$ cat src/rtl/sha_pkg.sv
`timescale 1ns / 1ps
package sha_pkg;

    typedef enum logic [2:0] {
        ST_IDLE,
        ST_ABS_LOAD,
        ST_DIG_LOAD,
        ST_DIG_LOAD2,
        ST_ROUND,
        ST_FINAL,
        ST_OUT
    } sha_state_t;

    localparam int unsigned WordW   = 32;
    localparam int unsigned Words   = 8;
    localparam int unsigned BlkWords = 16;
    localparam logic [7:0]  PadMark = 8'h80;
    localparam logic [5:0]  LenOffset = 6'd56;

    function automatic logic [31:0] rotr(input logic [31:0] x, input int unsigned n);
        rotr = (x >> n) | (x << (32 - n));
    endfunction

    function automatic logic [31:0] big_sigma0(input logic [31:0] x);
        big_sigma0 = rotr(x, 2) ^ rotr(x, 13) ^ rotr(x, 22);
    endfunction

    function automatic logic [31:0] big_sigma1(input logic [31:0] x);
        big_sigma1 = rotr(x, 6) ^ rotr(x, 11) ^ rotr(x, 25);
    endfunction

    function automatic logic [31:0] small_sigma0(input logic [31:0] x);
        small_sigma0 = rotr(x, 7) ^ rotr(x, 18) ^ (x >> 3);
    endfunction

    function automatic logic [31:0] small_sigma1(input logic [31:0] x);
        small_sigma1 = rotr(x, 17) ^ rotr(x, 19) ^ (x >> 10);
    endfunction

    function automatic logic [31:0] init_word(input logic [2:0] i);
        logic [31:0] v;
        case (i)
            3'd0: v = 32'h6a09e667;
            3'd1: v = 32'hbb67ae85;
            3'd2: v = 32'h3c6ef372;
            3'd3: v = 32'ha54ff53a;
            3'd4: v = 32'h510e527f;
            3'd5: v = 32'h9b05688c;
            3'd6: v = 32'h1f83d9ab;
            default: v = 32'h5be0cd19;
        endcase
        init_word = v;
    endfunction

    function automatic logic [31:0] round_k(input logic [5:0] t);
        logic [31:0] k;
        case (t)
            6'd0:  k = 32'h428a2f98; 6'd1:  k = 32'h71374491;
            6'd2:  k = 32'hb5c0fbcf; 6'd3:  k = 32'he9b5dba5;
            6'd4:  k = 32'h3956c25b; 6'd5:  k = 32'h59f111f1;
            6'd6:  k = 32'h923f82a4; 6'd7:  k = 32'hab1c5ed5;
            6'd8:  k = 32'hd807aa98; 6'd9:  k = 32'h12835b01;
            6'd10: k = 32'h243185be; 6'd11: k = 32'h550c7dc3;
            6'd12: k = 32'h72be5d74; 6'd13: k = 32'h80deb1fe;
            6'd14: k = 32'h9bdc06a7; 6'd15: k = 32'hc19bf174;
            6'd16: k = 32'he49b69c1; 6'd17: k = 32'hefbe4786;
            6'd18: k = 32'h0fc19dc6; 6'd19: k = 32'h240ca1cc;
            6'd20: k = 32'h2de92c6f; 6'd21: k = 32'h4a7484aa;
            6'd22: k = 32'h5cb0a9dc; 6'd23: k = 32'h76f988da;
            6'd24: k = 32'h983e5152; 6'd25: k = 32'ha831c66d;
            6'd26: k = 32'hb00327c8; 6'd27: k = 32'hbf597fc7;
            6'd28: k = 32'hc6e00bf3; 6'd29: k = 32'hd5a79147;
            6'd30: k = 32'h06ca6351; 6'd31: k = 32'h14292967;
            6'd32: k = 32'h27b70a85; 6'd33: k = 32'h2e1b2138;
            6'd34: k = 32'h4d2c6dfc; 6'd35: k = 32'h53380d13;
            6'd36: k = 32'h650a7354; 6'd37: k = 32'h766a0abb;
            6'd38: k = 32'h81c2c92e; 6'd39: k = 32'h92722c85;
            6'd40: k = 32'ha2bfe8a1; 6'd41: k = 32'ha81a664b;
            6'd42: k = 32'hc24b8b70; 6'd43: k = 32'hc76c51a3;
            6'd44: k = 32'hd192e819; 6'd45: k = 32'hd6990624;
            6'd46: k = 32'hf40e3585; 6'd47: k = 32'h106aa070;
            6'd48: k = 32'h19a4c116; 6'd49: k = 32'h1e376c08;
            6'd50: k = 32'h2748774c; 6'd51: k = 32'h34b0bcb5;
            6'd52: k = 32'h391c0cb3; 6'd53: k = 32'h4ed8aa4a;
            6'd54: k = 32'h5b9cca4f; 6'd55: k = 32'h682e6ff3;
            6'd56: k = 32'h748f82ee; 6'd57: k = 32'h78a5636f;
            6'd58: k = 32'h84c87814; 6'd59: k = 32'h8cc70208;
            6'd60: k = 32'h90befffa; 6'd61: k = 32'ha4506ceb;
            6'd62: k = 32'hbef9a3f7; default: k = 32'hc67178f2;
        endcase
        round_k = k;
    endfunction

endpackage

$ cat src/rtl/sha256_stream_hasher.sv
`timescale 1ns / 1ps
// Streaming SHA-256 hasher. Each input beat carries an optional restart, an optional
// message byte and an optional digest request, applied in that order. A byte that does
// not complete a 64-byte block is taken with no stall. A byte that completes a block holds
// the input while the block is loaded, run through 64 rounds of the shared round unit and
// given its final add. A digest request adds such a load, 64 rounds and a final add per
// padded block (one block, or two when 56 or more bytes are buffered) and then eight output
// beats, word 0 first, each paced by m_axis_tready; the running hash is left untouched. The
// block accepts no input beat while it compresses or delivers a digest.
module sha256_stream_hasher (
    input  logic        clk,
    input  logic        rst_n,
    input  logic        s_axis_tvalid,
    output logic        s_axis_tready,
    input  logic [7:0]  s_axis_tdata,   // [7:0] data_byte
    input  logic [2:0]  s_axis_tuser,   // [0] has_byte, [1] restart, [2] want_digest
    output logic        m_axis_tvalid,
    input  logic        m_axis_tready,
    output logic [31:0] m_axis_tdata,   // [31:0] digest_word
    output logic [2:0]  m_axis_tuser,   // [2:0] word_index
    output logic        m_axis_tlast    // last_word
);
    import sha_pkg::*;

    sha_state_t  state_reg, state_next;
    logic [31:0] cv_reg  [Words];
    logic [31:0] hv_reg  [Words];
    logic [31:0] st_reg  [Words];
    logic [31:0] win_reg [BlkWords];
    logic [31:0] blk_reg [BlkWords];
    logic [5:0]  fill_reg;
    logic [63:0] total_reg;
    logic [5:0]  rnd_reg;
    logic [2:0]  idx_reg;
    logic        dig_pend_reg;
    logic        second_reg;
    logic        kind_dig_reg;

    logic        in_beat, out_beat;
    logic        has_byte, restart, want_digest;
    logic [5:0]  fill_eff;
    logic [63:0] total_eff;
    logic        blk_full;
    logic [63:0] bit_len;
    logic [31:0] pad1 [BlkWords];
    logic [31:0] pad2 [BlkWords];
    logic [31:0] t1, t2, w_new;

    assign has_byte    = s_axis_tuser[0];
    assign restart     = s_axis_tuser[1];
    assign want_digest = s_axis_tuser[2];
    assign in_beat     = s_axis_tvalid && s_axis_tready;
    assign out_beat    = m_axis_tvalid && m_axis_tready;
    assign fill_eff    = restart ? 6'd0 : fill_reg;
    assign total_eff   = restart ? 64'd0 : total_reg;
    assign blk_full    = has_byte && (fill_eff == 6'd63);
    assign bit_len     = {total_reg[60:0], 3'b000};

    // Build the padded blocks from the buffer, the mark and the bit length
    always_comb begin
        for (int i = 0; i < BlkWords; i++) begin
            for (int j = 0; j < 4; j++) begin
                logic [5:0] p;
                logic [7:0] b;
                logic [7:0] lb;
                p  = 6'(4 * i + j);
                lb = bit_len[8 * (7 - ((4 * i + j) & 7)) +: 8];
                if (p < fill_reg) begin
                    b = blk_reg[i][8 * (3 - j) +: 8];
                end else if (p == fill_reg) begin
                    b = PadMark;
                end else if (p >= LenOffset && fill_reg < LenOffset) begin
                    b = lb;
                end else begin
                    b = 8'h00;
                end
                pad1[i][8 * (3 - j) +: 8] = b;
                pad2[i][8 * (3 - j) +: 8] = (p >= LenOffset) ? lb : 8'h00;
            end
        end
    end

    // Shared round unit and message schedule step
    assign t1 = st_reg[7] + big_sigma1(st_reg[4])
              + ((st_reg[4] & st_reg[5]) ^ (~st_reg[4] & st_reg[6]))
              + round_k(rnd_reg) + win_reg[0];
    assign t2 = big_sigma0(st_reg[0])
              + ((st_reg[0] & st_reg[1]) ^ (st_reg[0] & st_reg[2]) ^ (st_reg[1] & st_reg[2]));
    assign w_new = win_reg[0] + small_sigma0(win_reg[1]) + win_reg[9]
                 + small_sigma1(win_reg[14]);

    // Next state
    always_comb begin
        state_next = state_reg;
        unique case (state_reg)
            ST_IDLE:
                if (in_beat) begin
                    if (blk_full) begin
                        state_next = ST_ABS_LOAD;
                    end else if (want_digest) begin
                        state_next = ST_DIG_LOAD;
                    end
                end
            ST_ABS_LOAD, ST_DIG_LOAD, ST_DIG_LOAD2:
                state_next = ST_ROUND;
            ST_ROUND:
                if (rnd_reg == 6'd63) begin
                    state_next = ST_FINAL;
                end
            ST_FINAL:
                if (!kind_dig_reg) begin
                    state_next = dig_pend_reg ? ST_DIG_LOAD : ST_IDLE;
                end else begin
                    state_next = second_reg ? ST_DIG_LOAD2 : ST_OUT;
                end
            ST_OUT:
                if (out_beat && idx_reg == 3'd7) begin
                    state_next = ST_IDLE;
                end
            default:
                state_next = ST_IDLE;
        endcase
    end

    // Outputs
    always_comb begin
        s_axis_tready = (state_reg == ST_IDLE);
        m_axis_tvalid = (state_reg == ST_OUT);
        m_axis_tdata  = hv_reg[idx_reg];
        m_axis_tuser  = idx_reg;
        m_axis_tlast  = (idx_reg == 3'd7);
    end

    // Control registers
    always_ff @(posedge clk or negedge rst_n) begin
        if (!rst_n) begin
            state_reg    <= ST_IDLE;
            fill_reg     <= 6'd0;
            total_reg    <= 64'd0;
            rnd_reg      <= 6'd0;
            idx_reg      <= 3'd0;
            dig_pend_reg <= 1'b0;
            second_reg   <= 1'b0;
            kind_dig_reg <= 1'b0;
            for (int i = 0; i < Words; i++) begin
                cv_reg[i] <= init_word(3'(i));
            end
        end else begin
            state_reg <= state_next;
            unique case (state_reg)
                ST_IDLE:
                    if (in_beat) begin
                        dig_pend_reg <= want_digest;
                        fill_reg     <= has_byte ? fill_eff + 6'd1 : fill_eff;
                        total_reg    <= has_byte ? total_eff + 64'd1 : total_eff;
                        if (restart) begin
                            for (int i = 0; i < Words; i++) begin
                                cv_reg[i] <= init_word(3'(i));
                            end
                        end
                    end
                ST_ABS_LOAD:
                begin
                    kind_dig_reg <= 1'b0;
                    rnd_reg      <= 6'd0;
                end
                ST_DIG_LOAD:
                begin
                    kind_dig_reg <= 1'b1;
                    dig_pend_reg <= 1'b0;
                    second_reg   <= (fill_reg >= LenOffset);
                    rnd_reg      <= 6'd0;
                end
                ST_DIG_LOAD2:
                begin
                    second_reg <= 1'b0;
                    rnd_reg    <= 6'd0;
                end
                ST_ROUND:
                    rnd_reg <= rnd_reg + 6'd1;
                ST_FINAL:
                begin
                    idx_reg <= 3'd0;
                    if (!kind_dig_reg) begin
                        for (int i = 0; i < Words; i++) begin
                            cv_reg[i] <= hv_reg[i] + st_reg[i];
                        end
                    end
                end
                ST_OUT:
                    if (out_beat) begin
                        idx_reg <= idx_reg + 3'd1;
                    end
                default:
                begin
                end
            endcase
        end
    end

    // Datapath registers: buffer, schedule window, working and result words
    always_ff @(posedge clk) begin
        unique case (state_reg)
            ST_IDLE:
                if (in_beat && has_byte) begin
                    blk_reg[fill_eff[5:2]][{~fill_eff[1:0], 3'b000} +: 8] <= s_axis_tdata;
                end
            ST_ABS_LOAD, ST_DIG_LOAD:
                for (int i = 0; i < BlkWords; i++) begin
                    win_reg[i] <= (state_reg == ST_ABS_LOAD) ? blk_reg[i] : pad1[i];
                    if (i < Words) begin
                        st_reg[i] <= cv_reg[i];
                        hv_reg[i] <= cv_reg[i];
                    end
                end
            ST_DIG_LOAD2:
                for (int i = 0; i < BlkWords; i++) begin
                    win_reg[i] <= pad2[i];
                    if (i < Words) begin
                        st_reg[i] <= hv_reg[i];
                    end
                end
            ST_ROUND:
            begin
                for (int i = 0; i < BlkWords - 1; i++) begin
                    win_reg[i] <= win_reg[i + 1];
                end
                win_reg[BlkWords - 1] <= w_new;
                st_reg[7] <= st_reg[6];
                st_reg[6] <= st_reg[5];
                st_reg[5] <= st_reg[4];
                st_reg[4] <= st_reg[3] + t1;
                st_reg[3] <= st_reg[2];
                st_reg[2] <= st_reg[1];
                st_reg[1] <= st_reg[0];
                st_reg[0] <= t1 + t2;
            end
            ST_FINAL:
                for (int i = 0; i < Words; i++) begin
                    hv_reg[i] <= hv_reg[i] + st_reg[i];
                end
            default:
            begin
            end
        endcase
    end

endmodule

$ cat config.mk
export PLATFORM = sky130hd
export DESIGN_NAME = sha256_stream_hasher
export DESIGN_NICKNAME = d
export VERILOG_FILES = /design/src/rtl/sha_pkg.sv /design/src/rtl/sha256_stream_hasher.sv
export SDC_FILE = /design/constraint.sdc
export NUM_CORES = 2
export LEC_CHECK = 0
export ABC_AREA = 1
export BUFFER_PORTS_ARGS = -buffer_cell sky130_fd_sc_hd__buf_2
export CORE_ASPECT_RATIO = 0.9
export CORE_MARGIN = 3
export CORE_UTILIZATION = 45
export DETAILED_ROUTE_END_ITERATION = 16
export GPL_TIMING_DRIVEN = 0
export PLACE_DENSITY = 0.63
export SYNTH_ARGS = -nofsm -noshare
export SYNTH_HDL_FRONTEND = slang
export SYNTH_SLANG_ARGS = --single-unit
$ cat constraint.sdc
create_clock -name clk -period 11.7 [get_ports clk]
set_input_delay 1.755 -clock clk [delete_from_list [all_inputs] [get_ports clk]]
set_output_delay 1.755 -clock clk [all_outputs]
set_load 0.02 [all_outputs]
==> results.cfg <==
[clocking]
cts_hold_buf = 0
root_buffer = clkbuf_16
htreeDepth = 4
cts_tree = yes
clk_path_buf_depth = 4
postCtsSetupRepairBufs = 0
clock_latency_ns = 0.95
clkTransAtPathRegs_ns = 0.07
cts_sinks = 1874
cts_inserted_buffers = 207

[route]
num_vias = 103000
routedWlPerCell_um = 36.35
first_pass_iters = 7
ant_nets = 0
drc = 0
vias_per_cell = 6.519
wl_um = 574200
drt_iter0_drc = 18190

[timing]
min_period_ns = 11.57
final-hold-violation-count = 0
rsz0062_at_grt = false
slew_violations = 145
setup_viol = 0
worst_pin_slew_ns = 1.693
finalCritPeriodShare = 0.9888
max_freq_mhz = 86.44
skew_ns = 0.1096
slew_headroom = -0.1286

[synth]
synth_area_leaders = edfxtp_1 (41%), nand2_1 (8.0%), o21ai_0 (5.9%)
synth_seq_cells = 1874
synth_edf_count = 1504
synth_cell_types = 81
syn_area_sq_um = 110100
synth.net_count = 12650
yosysSeqAreaShare = 0.4944
synth-async-reset-ratio = 0.1804
synth_flop_cell = edfxtp_1
synth_common_cells = nand2_1 (2,333), edfxtp_1 (1,504), inv_1 (1,408), o21ai_0 (1,294), nor2_1 (918)
avgSynthCellArea_sq_um = 9.145
ys_warn_count = 0
yosysMostFrequentCell = nand2_1
synthCells = 12040
yosysTopAreaCell = edfxtp_1
synth_top_area_frac = 0.4102

[floorplan]
ios = 53
die-area_sq_um = 250600
start_util = 0.4546
row_count = 171
die_y_um = 475.3
fp.dieW_um = 527.4
design.core.area_sq_um = 242200

[place]
post-dp-hpwl_um = 457200
place_area_sq_um = 115900
port-buffer-count = 51
gp_congestion = 1.100

[setup_path]
cpPeakStageDelay_ns = 1.16
crit_type = register to register
cp_data_required_time_ns = 12.28
cp.arrival_ns = 12.15
crit_fanout = 12
start_kind = register
worst_setup_path_end_kind = register
cp_slowest_cell = xnor2_1
cpMostUsedCell = nand2_1
critPathBufInv = 9
critical_path.top_delay_family = adder cells

[global_route]
grt.total_usage = 0.4455
grt_pass1_wl_um = 770200
overflow = 0
grt_max_degree = 87
antenna_found_initial = 65
grt_pass1_vias = 93560

[final_layout]
fill_cells = 22590
multiInputGateArea_sq_um = 48520
drive_above_1_share = 0.06467
layout.nets = 12990
area_growth_pct = 11.64
fin_area_sq_um = 122900
register_area_sq_um = 54430

[run]
max_cap_violations = 24

[status]
status = finished with violations
violations = capacitance limit, slew limit

[worst_hold_path]
hold_path_class = register to register
-- stage by stage --
step	hold WS, ns	std cells	TNS, ns	setup WS, ns	utilization
finish	0.4631	15800	0	0.1314	0.5075
global route	0.4774	15740	0	0.008584	0.5070
CTS	0.4678	15730	0	0.3441	0.5062
detailed placement	0.4555	15360	0	0.3950	0.4785
global placement	0.4463	15290	-6306.70	-11.38	0.4722
floorplan	0.4392	12040	0	0.4003	-
-- cells by family (layout without fill, tap and decap cells) --
logic type | count (synthesis) | after routing | synth area share
and+or+nand+nor | 4056 | 4056 | 0.1513
AOI/OAI and AO/OA | 3123 | 3123 | 0.1703
buffers and inverters | 1940 | 2441 | 0.06713
DFF | 1874 | 1874 | 0.4944
adders and majority gates | 595 | 595 | 0.08087
xor gates and xnor gates | 440 | 440 | 0.03500
muxes | 11 | 11 | 0.001000
other | 0 | 55 | 0
-- placed cells by master, fill, tap and decap left out, types with 80 or more instances in the layout --
master | netlist | final
o221ai_1 | 88 | 88
a32o_1 | 190 | 190
a31oi_1 | 122 | 122
clkbuf_16 | 0 | 211
a21oi_1 | 736 | 736
inv_1 | 1408 | 1408
xnor2_1 | 183 | 181
fa_1 | 195 | 195
nor3_1 | 140 | 124
o21ai_0 | 1294 | 1289
nand2_1 | 2333 | 2330
o22ai_1 | 113 | 113
edfxtp_1 | 1504 | 1504
buf_2 | 61 | 118
dfrtp_1 | 202 | 202
o21bai_1 | 80 | 80
nor2_1 | 918 | 902
o211ai_1 | 106 | 106
clkbuf_1 | 406 | 405
nand3_1 | 476 | 476
xor2_1 | 257 | 254
dfstp_2 | 136 | 136
ha_1 | 398 | 398
-- worst paths after layout --
kind,startpoint,depth (start not counted),end,slack (ns)
max in group asynchronous,rst_n,3,dig_pend_reg,9.28
min in group asynchronous,rst_n,1,cv_reg[242],0.90
hold / removal,blk_reg[0][14],2,win_reg[0][14],0.46
hold reg to reg,blk_reg[0][14],2,win_reg[0][14],0.46
setup / recovery,rnd_reg[1],40,st_reg[0][31],0.13
setup reg to reg,rnd_reg[1],40,st_reg[0][31],0.13
-- what timing repair did --
| item | 4_1_cts | 5_1_grt |
|---|---|---|
| resized for setup | 0 | 4 |
| hold endpoints to repair | 0 | 0 |
| endpoints found under the setup margin | 0 | 3 |
-- per-layer routing --
layer | share of wire | wire length [um] | vias up | track usage
met1 | 0.39 | 223600 | 50480 | 0.6092
met3 | 0.16 | 91530 | 1483 | 0.1868
met4 | 0.062 | 35490 | 40 | 0.2264
met2 | 0.39 | 222000 | 8459 | 0.5964
li1 | - | - | 42500 | -
met5 | 0.0027 | 1563 | - | 0.02838
-- tightest hold or removal path, cell delays in order, from the launching register on --
cell and delay [ns]:
edfxtp_1 0.33, nand2_1 0.05, a31oi_1 0.11
-- layout make-up --
| class | count | area share |
|---|---|---|
| Inverter | 1428 | 0.04362 |
| Clock inverter | 122 | 0.01007 |
| Tap cell | 3200 | 0.03257 |
| Sequential cell | 1874 | 0.4429 |
| Clock buffer | 249 | 0.04443 |
| Buffer | 512 | 0.01696 |
| Multi-Input combinational cell | 8225 | 0.3948 |
| Timing Repair Buffer | 130 | 0.01361 |
| Antenna cell | 55 | 0.001120 |
Power is left out: the tool's default activity adds up to more than one toggle a clock period on the data nets, which glitch-free logic cannot reach.
